===== src/hw/rtl/dcbv_pkg.sv =====
// Shared types and constants of the dual channel boxcar voltage core.
// No dependencies; every other file of the block depends on this package.
package dcbv_pkg;

  localparam int SAMPLE_W  = 12;
  localparam int CHANNEL_W = 8;
  localparam int VOLT_W    = 18;

  localparam int DEFAULT_WINDOW_DEPTH = 64;

  localparam int SAMPLE_MAX = 4095;
  localparam int MID_CODE   = 2048;  // converter code of zero volts
  localparam int VOLT_MAX   = 131071;
  localparam int VOLT_MIN   = -131072;

  // operation codes
  localparam logic OP_STORE = 1'b0;
  localparam logic OP_READ  = 1'b1;

  // channel numbers
  localparam logic [CHANNEL_W-1:0] CH_A = 8'd0;
  localparam logic [CHANNEL_W-1:0] CH_B = 8'd1;

  // per-cycle control from the top level to each window store
  typedef struct packed {
    logic store;   // write the sample pair this cycle
    logic primed;  // every window entry has been written once
  } win_ctrl_t;

  // one result item
  typedef struct packed {
    logic signed [VOLT_W-1:0] voltage;
    logic                     invalid;
  } res_t;

endpackage


===== src/hw/rtl/dcbv_req_if.sv =====
// Request channel: store a sample pair or read a channel voltage.
// Depends on dcbv_pkg for field widths.
interface dcbv_req_if;
  logic                           valid;
  logic                           ready;
  logic                           operation;
  logic [dcbv_pkg::SAMPLE_W-1:0]  sample_a;
  logic [dcbv_pkg::SAMPLE_W-1:0]  sample_b;
  logic [dcbv_pkg::CHANNEL_W-1:0] channel;

  modport source(output valid, operation, sample_a, sample_b, channel, input ready);
  modport sink(input valid, operation, sample_a, sample_b, channel, output ready);
endinterface


===== src/hw/rtl/dcbv_rsp_if.sv =====
// Response channel: one voltage item per read request.
// Depends on dcbv_pkg for field widths.
interface dcbv_rsp_if;
  logic                               valid;
  logic                               ready;
  logic signed [dcbv_pkg::VOLT_W-1:0] voltage;
  logic                               invalid;

  modport source(output valid, voltage, invalid, input ready);
  modport sink(input valid, voltage, invalid, output ready);
endinterface


===== src/hw/rtl/dcbv_window.sv =====
// One channel's sample window memory and its running sum.
// Depends on dcbv_pkg.
module dcbv_window #(
  parameter int WINDOW_DEPTH = dcbv_pkg::DEFAULT_WINDOW_DEPTH,
  parameter int IDX_W        = $clog2(WINDOW_DEPTH),
  parameter int SUM_W        = $clog2(WINDOW_DEPTH * dcbv_pkg::SAMPLE_MAX + 1)
) (
  input  logic                          clk,
  input  logic                          rst,
  input  dcbv_pkg::win_ctrl_t           ctrl,
  input  logic [IDX_W-1:0]              wr_idx,
  input  logic [IDX_W-1:0]              rd_idx,
  input  logic [dcbv_pkg::SAMPLE_W-1:0] sample,
  output logic [SUM_W-1:0]              sum
);
  import dcbv_pkg::*;

  localparam logic [SUM_W-1:0] SUM_LIMIT = SUM_W'(WINDOW_DEPTH * SAMPLE_MAX);

  logic [SAMPLE_W-1:0] mem [WINDOW_DEPTH];
  logic [SAMPLE_W-1:0] rd_data;   // always holds mem[wr_idx]
  logic [SAMPLE_W-1:0] old_sample;
  logic [SUM_W-1:0]    sum_next;

  // rd_idx follows the next write index, so the entry about to be
  // overwritten is already in rd_data; a write and that read never collide
  always_ff @(posedge clk) begin
    if (ctrl.store) begin
      mem[wr_idx] <= sample;
    end
    rd_data <= mem[rd_idx];
  end

  // entries not yet written since reset count as zero
  assign old_sample = ctrl.primed ? rd_data : '0;
  assign sum_next   = sum - SUM_W'(old_sample) + SUM_W'(sample);

  always_ff @(posedge clk) begin
    if (rst) begin
      sum <= '0;
    end else if (ctrl.store) begin
      sum <= sum_next;
    end
  end

  a_sum_range: assert property (@(posedge clk) disable iff (rst) sum <= SUM_LIMIT)
    else $error("window sum above full scale");

endmodule


===== src/hw/rtl/dcbv_result.sv =====
// Voltage conversion, saturation and the output register with skid stage.
// Depends on dcbv_pkg and dcbv_rsp_if.
module dcbv_result #(
  parameter int WINDOW_DEPTH = dcbv_pkg::DEFAULT_WINDOW_DEPTH,
  parameter int SUM_W        = $clog2(WINDOW_DEPTH * dcbv_pkg::SAMPLE_MAX + 1)
) (
  input  logic                           clk,
  input  logic                           rst,
  input  logic                           rd_req,
  input  logic [dcbv_pkg::CHANNEL_W-1:0] channel,
  input  logic [SUM_W-1:0]               sum_a,
  input  logic [SUM_W-1:0]               sum_b,
  output logic                           up_ready,
  dcbv_rsp_if.source                     rsp
);
  import dcbv_pkg::*;

  localparam int EXT_W = (SUM_W + 1 > VOLT_W) ? SUM_W + 1 : VOLT_W;
  localparam logic [EXT_W-1:0] OFFSET  = EXT_W'(WINDOW_DEPTH * MID_CODE);
  localparam logic [EXT_W-1:0] MAX_EXT = EXT_W'(VOLT_MAX);
  localparam logic [EXT_W-1:0] MIN_EXT = EXT_W'(VOLT_MIN);

  logic [SUM_W-1:0]        sel_sum;
  logic signed [EXT_W-1:0] diff;
  res_t                    res_new;
  res_t                    out_q;
  res_t                    skid_q;
  logic                    out_valid;
  logic                    skid_valid;

  always_comb begin
    res_new = '0;
    sel_sum = sum_a;
    diff    = '0;
    priority if (channel == CH_A) begin
      sel_sum = sum_a;
    end else if (channel == CH_B) begin
      sel_sum = sum_b;
    end else begin
      res_new.invalid = 1'b1;
    end
    diff = $signed({{(EXT_W - SUM_W){1'b0}}, sel_sum} - OFFSET);
    if (!res_new.invalid) begin
      priority if (diff > $signed(MAX_EXT)) begin
        res_new.voltage = VOLT_W'(VOLT_MAX);
      end else if (diff < $signed(MIN_EXT)) begin
        res_new.voltage = VOLT_W'(VOLT_MIN);
      end else begin
        res_new.voltage = diff[VOLT_W-1:0];
      end
    end
  end

  assign up_ready = !skid_valid;

  always_ff @(posedge clk) begin
    if (rst) begin
      out_valid  <= 1'b0;
      skid_valid <= 1'b0;
    end else if (!out_valid || rsp.ready) begin
      if (skid_valid) begin
        out_valid  <= 1'b1;
        skid_valid <= 1'b0;
      end else begin
        out_valid <= rd_req;
      end
    end else if (rd_req) begin
      skid_valid <= 1'b1;
    end
  end

  always_ff @(posedge clk) begin
    if (!out_valid || rsp.ready) begin
      out_q <= skid_valid ? skid_q : res_new;
    end else if (rd_req) begin
      skid_q <= res_new;
    end
  end

  assign rsp.valid   = out_valid;
  assign rsp.voltage = out_q.voltage;
  assign rsp.invalid = out_q.invalid;

  a_skid_behind_out: assert property (@(posedge clk) disable iff (rst)
    skid_valid |-> out_valid)
    else $error("skid holds an item while the output stage is empty");

  a_skid_fill: assert property (@(posedge clk) disable iff (rst)
    !skid_valid && rd_req && out_valid && !rsp.ready |=> skid_valid)
    else $error("stalled read item was dropped");

  a_no_accept_full: assert property (@(posedge clk) disable iff (rst)
    skid_valid |-> !rd_req)
    else $error("read accepted with both output stages full");

endmodule


===== src/hw/rtl/dual_channel_boxcar_voltage_core.sv =====
// Top level of the dual channel boxcar voltage core.
// Depends on dcbv_pkg, dcbv_req_if, dcbv_rsp_if, dcbv_window, dcbv_result.
//
//   port  direction  items                          handshake
//   req   in         store pair / read channel      valid & ready
//   rsp   out        voltage + invalid, per read    valid & ready
//
// One item per cycle while req.ready is high: a store updates both running sums
// at the edge it is accepted, so a read in the very next cycle already sees it.
// A read result reaches rsp through the output register, via the skid register if rsp stalls.
// Stores need no result slot, but like reads they wait while req.ready is
// low; req.ready drops only while both the output register and the skid
// register hold results.
// Reset (rst, synchronous) clears sums, the write index and the primed flag;
// window memories are not swept, unwritten entries read as zero until the
// index has wrapped once.
module dual_channel_boxcar_voltage_core #(
  parameter int WINDOW_DEPTH = dcbv_pkg::DEFAULT_WINDOW_DEPTH
) (
  input logic        clk,
  input logic        rst,
  dcbv_req_if.sink   req,
  dcbv_rsp_if.source rsp
);
  import dcbv_pkg::*;

  localparam int IDX_W = $clog2(WINDOW_DEPTH);
  localparam int SUM_W = $clog2(WINDOW_DEPTH * SAMPLE_MAX + 1);
  localparam logic [IDX_W-1:0] LAST_IDX = IDX_W'(WINDOW_DEPTH - 1);

  logic             req_acc;
  logic             rd_req;
  logic             up_ready;
  win_ctrl_t        win_ctrl;
  logic [IDX_W-1:0] write_index;
  logic [IDX_W-1:0] write_index_next;
  logic [IDX_W-1:0] rd_idx;
  logic             primed;
  logic [SUM_W-1:0] sum_a;
  logic [SUM_W-1:0] sum_b;

  assign req.ready = up_ready;
  assign req_acc   = req.valid && up_ready;
  assign rd_req    = req_acc && (req.operation == OP_READ);

  assign win_ctrl.store  = req_acc && (req.operation == OP_STORE);
  assign win_ctrl.primed = primed;

  // shared wrapping write index
  always_comb begin
    write_index_next = write_index;
    if (win_ctrl.store) begin
      write_index_next = (write_index == LAST_IDX) ? '0 : write_index + 1'b1;
    end
  end

  // prefetch address: the entry the next store will overwrite
  assign rd_idx = rst ? '0 : write_index_next;

  always_ff @(posedge clk) begin
    if (rst) begin
      write_index <= '0;
      primed      <= 1'b0;
    end else begin
      write_index <= write_index_next;
      if (win_ctrl.store && write_index == LAST_IDX) begin
        primed <= 1'b1;
      end
    end
  end

  dcbv_window #(
    .WINDOW_DEPTH(WINDOW_DEPTH),
    .IDX_W(IDX_W),
    .SUM_W(SUM_W)
  ) u_win_a (
    .clk(clk),
    .rst(rst),
    .ctrl(win_ctrl),
    .wr_idx(write_index),
    .rd_idx(rd_idx),
    .sample(req.sample_a),
    .sum(sum_a)
  );

  dcbv_window #(
    .WINDOW_DEPTH(WINDOW_DEPTH),
    .IDX_W(IDX_W),
    .SUM_W(SUM_W)
  ) u_win_b (
    .clk(clk),
    .rst(rst),
    .ctrl(win_ctrl),
    .wr_idx(write_index),
    .rd_idx(rd_idx),
    .sample(req.sample_b),
    .sum(sum_b)
  );

  dcbv_result #(
    .WINDOW_DEPTH(WINDOW_DEPTH),
    .SUM_W(SUM_W)
  ) u_result (
    .clk(clk),
    .rst(rst),
    .rd_req(rd_req),
    .channel(req.channel),
    .sum_a(sum_a),
    .sum_b(sum_b),
    .up_ready(up_ready),
    .rsp(rsp)
  );

  a_index_range: assert property (@(posedge clk) disable iff (rst)
    write_index <= LAST_IDX)
    else $error("write index past window end");

  a_primed_on_wrap: assert property (@(posedge clk) disable iff (rst)
    win_ctrl.store && write_index == LAST_IDX |=> primed && write_index == '0)
    else $error("window wrap not tracked");

endmodule


===== src/flat_wrapper.sv =====
// flat-port wrapper written by rule: the top's interface ports become plain ports
module dual_channel_boxcar_voltage_core_flat import dcbv_pkg::*;
#(
  parameter int WINDOW_DEPTH = dcbv_pkg::DEFAULT_WINDOW_DEPTH
)
  (clk, rst, req_valid, req_operation, req_sample_a, req_sample_b, req_channel, req_ready, rsp_valid, rsp_voltage, rsp_invalid, rsp_ready);
  dcbv_req_if req_i ();
  dcbv_rsp_if rsp_i ();
  input logic clk;
  input logic rst;
  input wire logic [$bits(req_i.valid)-1:0] req_valid;
  input wire logic [$bits(req_i.operation)-1:0] req_operation;
  input wire logic [$bits(req_i.sample_a)-1:0] req_sample_a;
  input wire logic [$bits(req_i.sample_b)-1:0] req_sample_b;
  input wire logic [$bits(req_i.channel)-1:0] req_channel;
  output wire logic [$bits(req_i.ready)-1:0] req_ready;
  output wire logic [$bits(rsp_i.valid)-1:0] rsp_valid;
  output wire logic [$bits(rsp_i.voltage)-1:0] rsp_voltage;
  output wire logic [$bits(rsp_i.invalid)-1:0] rsp_invalid;
  input wire logic [$bits(rsp_i.ready)-1:0] rsp_ready;
  assign req_i.valid = req_valid;
  assign req_i.operation = req_operation;
  assign req_i.sample_a = req_sample_a;
  assign req_i.sample_b = req_sample_b;
  assign req_i.channel = req_channel;
  assign req_ready = req_i.ready;
  assign rsp_valid = rsp_i.valid;
  assign rsp_voltage = rsp_i.voltage;
  assign rsp_invalid = rsp_i.invalid;
  assign rsp_i.ready = rsp_ready;
  dual_channel_boxcar_voltage_core #(.WINDOW_DEPTH(WINDOW_DEPTH)) u_core (.clk(clk), .rst(rst), .req(req_i), .rsp(rsp_i));
endmodule

===== config.mk =====
export PLATFORM = sky130hd
export DESIGN_NAME = dual_channel_boxcar_voltage_core_flat
export DESIGN_NICKNAME = d
export VERILOG_FILES = /design/src/hw/rtl/dcbv_pkg.sv /design/src/hw/rtl/dcbv_req_if.sv /design/src/hw/rtl/dcbv_rsp_if.sv /design/src/hw/rtl/dcbv_window.sv /design/src/hw/rtl/dcbv_result.sv /design/src/hw/rtl/dual_channel_boxcar_voltage_core.sv /design/src/flat_wrapper.sv
export SDC_FILE = /design/constraint.sdc
export NUM_CORES = 2
export LEC_CHECK = 0
export ABC_AREA = 1
export BUFFER_PORTS_ARGS = -buffer_cell sky130_fd_sc_hd__buf_2
export CORE_AREA = 2 2 368 515
export DETAILED_ROUTE_END_ITERATION = 12
export DIE_AREA = 0 0 370 517
export MAX_ROUTING_LAYER = met4
export PLACE_DENSITY = 0.55
export SYNTH_ARGS = -nofsm -noshare
export SYNTH_HDL_FRONTEND = slang
export SYNTH_SLANG_ARGS = --single-unit

===== constraint.sdc =====
create_clock -name clk -period 6.8 [get_ports clk]
set_clock_uncertainty 0.1 [all_clocks]
set_input_delay 0.34 -clock clk [delete_from_list [all_inputs] [get_ports clk]]
set_output_delay 0.34 -clock clk [all_outputs]
set_load 0.005 [all_outputs]

==> summary by stage <==
Cells and area
Cells fill 44.20% of the core in the end. The post-route netlist has 7.036% of its cells at a drive strength greater than 1. Relative to the synthesized area, the layout overhead comes to 11.31%.

After routing the design area is 82650 um2. Once layout is complete, the cells apart from fillers number just under 10000. The final layout contains 7291 nets.

Global route
The number of antenna violations at the first check in global routing came to 8. The total overflow left after global routing is 0. The all-layer global routing usage is 25.37%.

The first global-routing pass estimated around 340 mm of wire. The number of global-route vias before repair is 49750. Entering global routing, the biggest net connects 164 pins.

Clock tree
The longest clock path from root to sink contains 3 buffers. The H-tree level count is 4. The number of clock buffers added by TritonCTS is around 160. The clock net in this run drives a total of ~1600 sinks. TritonCTS built the clock tree. After clock tree synthesis, the clock-pin slew on the worst setup and hold paths is approximately 0.060 ns.

The number of setup buffers added after CTS is 0. The cell at the root of the clock tree is sky130_fd_sc_hd__clkbuf_16. The later pin in the worst-skew pair is clocked with a latency of ~0.82 ns.

Synth
Yosys printed 0 warnings. The number of distinct library cells after synthesis is 40. The biggest area contributor in the post-synthesis netlist is sky130_fd_sc_hd__edfxtp_1. The simple-gate area share of the yosys netlist is 21.18%.

After synthesis, the mean cell area works out to 10.26 um2. The share of synthesized area occupied by flip-flops and latches is about 66%. The post-synthesis net count is around 7300. The dominant combinational cell family by area after synthesis is simple AND/OR/NAND/NOR gates. The number of synthesized flops with an enable pin is 1574. The share of synthesized cell area in full adder, half adder and majority cells is 1.270%.

Yosys attributes the largest share of cell area to sky130_fd_sc_hd__edfxtp_1 64%, sky130_fd_sc_hd__nand3_1 9.9%, sky130_fd_sc_hd__inv_1 7.7%. After technology mapping, the gate count stands at 7234. The cell area that synthesis handed to floorplanning was 74260 um2. Of the total synthesized cell area, the portion taken by XOR and XNOR cells is 0.3067%. The top cell type's share of synthesized area is 63.65%.

The synthesis-stage register bit count is about 1600. In the synthesized netlist, the cells that appear most often are 1574 x sky130_fd_sc_hd__edfxtp_1, 1522 x sky130_fd_sc_hd__inv_1, 1468 x sky130_fd_sc_hd__nand3_1. Summing the areas of all compound-gate instances in the mapped netlist gives 1.370% of the synthesized area. The async set or reset register ratio after synthesis is 0%. The most numerous cell in the Yosys netlist is sky130_fd_sc_hd__edfxtp_1.

The multiplexer share of the synthesized area is 0%. For this run, the leading register cell type out of synthesis is sky130_fd_sc_hd__edfxtp_1.

Worst hold path
The worst hold path passes through 2 cells. The worst hold path belongs to the class in -> reg.

STA
The count of pins over their slew limit is 0. The total count of hold-check failures in the final report came to 0. In the finished design, the share of the clock period the worst path needs comes to 78.33%.

Adding up every negative setup slack in the final design gives 0 ns. For the pin with the worst max-slew slack, the measured transition is around 1.0 ns. The achievable frequency is 0.1878 GHz.

Counting I/O delays and the setup requirement, the final critical path takes between 5 and 6 ns. Setup slack closes at 1.474 ns. Setup repair after global routing left no endpoint under its margin. In this run the tightest slew margin relative to its limit is between 30% and 40%. The final number of setup-violating endpoints is 0.

Floorplanning
The width of the die is 370 um. The die covers 191300 um2. In this run the core area contains 188 standard-cell rows. The area of the core region is 187000 um2. The total I/O pin count is 58. The effective utilization at floorplan is 39.71%. The die boundary height is 517 um.

Critical path
The cell family with the largest share of critical-path delay is simple AND/OR/NAND/NOR gates. Among the stages of the critical path, the cell type that occurs most often is sky130_fd_sc_hd__nand3_1. The critical path goes through inv_2, nand3_2, buf_4, nor2_2, nor2_4, buf_12, buf_12, nand3_1, nand3_1, nand3_1, nand3_1, nand3_1, nand2_1.

The path type of the worst setup path is reg -> reg. The highest cell delay on the worst timing path is 0.79 ns. The type of element capturing the critical path is a flip-flop. The buffers plus inverters on the worst setup path is 4.

Along the worst path, the maximum fanout reaches 120. The critical-path cell with the highest stage delay is sky130_fd_sc_hd__dfxtp_1. The worst setup path is launched from a flip-flop. Measured in cells, the most critical reg-to-reg path has a length of 13. The number of logic stages on the critical path including buffering is 13. The data required time at the worst endpoint is roughly 7.4 ns. The data arrival time of the critical path is 5.96 ns.

Place
The HPWL reported at the end of detailed placement is 129.7 mm. The worst-case setup slack after placement is 1.563 ns. Routability-driven placement finished with a final weighted congestion of 0.9118. The number of cells after detailed placement is roughly 9500.

The count of buffers added on input and output ports is 57. The cell area reported after detailed placement is 77330 um2.

Routing
In the routed design, unresolved DRC markers number 0. The DRC violation total after the first TritonRoute iteration is 5459. The pre-antenna-repair detailed-routing pass consisted of 6 iterations.

The wire length per cell after detailed routing is 24.27 um. The total length of routed wires is 237.7 mm. The residual antenna-violating net count after detailed routing is 0.

Dividing the detail-routed via count by the number of cells gives 5.284. The detailed router placed 51750 vias in this run.

Power
For this design the ratio of total power to cell area is roughly 260 nW/um2. The worst-case IR drop observed on VDD is 0.0002748 V. Summed over all cells, the static leakage comes to 0.03446 uW.

Run status
The flow ran to the end, and the final reports show no timing, DRC or antenna violations.

Flow run
The max-cap violation count is 0.
area by class of cell:
class | count | area [um2]
Tap cell | 2470 | 3090
Timing Repair Buffer | 223 | 1814
Fill cell | 17450 | 104400
Inverter | 1531 | 5798
Antenna cell | 5 | 12.51
Sequential cell | 1643 | 48650
Clock buffer | 208 | 4233
Clock inverter | 76 | 897.1
Multi-Input combinational cell | 3638 | 18160
metrics by stage:
| step | total power [uW] | hold slack, ns |
|---|---|---|
| CTS | 22000 | 0.004690 |
| global route | 22500 | 0.02143 |
| global placement | 13150 | 0.3806 |
| finish | 21880 | 0.05173 |
| floorplan | 12410 | 0.3389 |
| detailed placement | 13160 | 0.3863 |
routing by layer:
layer,share of wire (%),vias to the layer above,GRT usage [%]
met1,38,25290,29.93
met2,48,2114,41.44
li1,-,23850,-
met5,0,-,-
met3,6.5,492,2.948
met4,7.2,0,15.90
worst paths after layout:
check,slack (ns),from,end
worst max register to register,1.47,u_core.u_result.skid_valid$_SDFFE_PP0P_,u_core.u_win_a.rd_data[8]$_DFF_P_
worst min-delay path,0.05,req_sample_b[11],u_core.u_win_b.mem[16][11]$_DFFE_PP_
worst max-delay path,1.47,u_core.u_result.skid_valid$_SDFFE_PP0P_,u_core.u_win_a.rd_data[8]$_DFF_P_
worst min register to register,0.40,u_core.u_win_a.sum[17]$_SDFFE_PP0P_,u_core.u_win_a.sum[17]$_SDFFE_PP0P_
logic make-up (layout without fill, tap and decap cells):
logic type,count (synthesis),after routing
AO/OA/AOI/OAI,177,177
XOR/XNOR,26,26
adder cells (fa/ha/maj),61,61
buffers and inverters,1953,2038
flip-flops,1643,1643
other,0,5
AND/OR/NAND/NOR,3374,3374
where the power goes:
group,internal (uW),switching (uW),total [uW]
sequential,11100,52.0,11200
combinational,457,1320,1780
clock,5010,3900,8910
flip-flops by register name, indices dropped and copies added (netlist names):
register / flops
u_core.u_win_a.rd_data: 12
u_core.u_win_a.mem: 768
u_core.u_result.rsp.valid: 1
u_core.u_win_b.mem: 768
u_core.u_win_a.sum: 18
u_core.primed: 1
u_core.u_result.skid_valid: 1
u_core.u_result.skid_q: 19
u_core.u_result.rsp.invalid: 1
u_core.write_index: 6
u_core.u_win_b.rd_data: 12
u_core.u_win_b.sum: 18
u_core.u_result.rsp.voltage: 18
cells in the final DEF, fill, tap and decap left out, drive strengths merged:
master / instances
o21ai: 46
bufinv: 16
a21boi: 1
clkinvlp: 2
xnor2: 10
o21a: 1
edfxtp: 1574
a31oi: 1
clkinv: 54
nand3b: 144
buf: 205
fa: 24
a21oi: 81
o211ai: 24
inv: 1535
nor2: 128
clkbuf: 208
a211oi: 8
or2: 1
o21bai: 6
nor4: 2
diode: 5
dfxtp: 69
ha: 37
xor2: 16
nand4: 245
dlygate4sd3: 18
a21o: 3
nand3: 1470
a311oi: 2
nand2: 1372
a221oi: 4
nor3: 11
and2: 1
repair_timing:
action                    in CTS  in global routing
resized for setup              0                  0
hold buffers                  18                  0
hold endpoints to repair     144                  0
No activity file was read; power rests on OpenSTA's default activity.
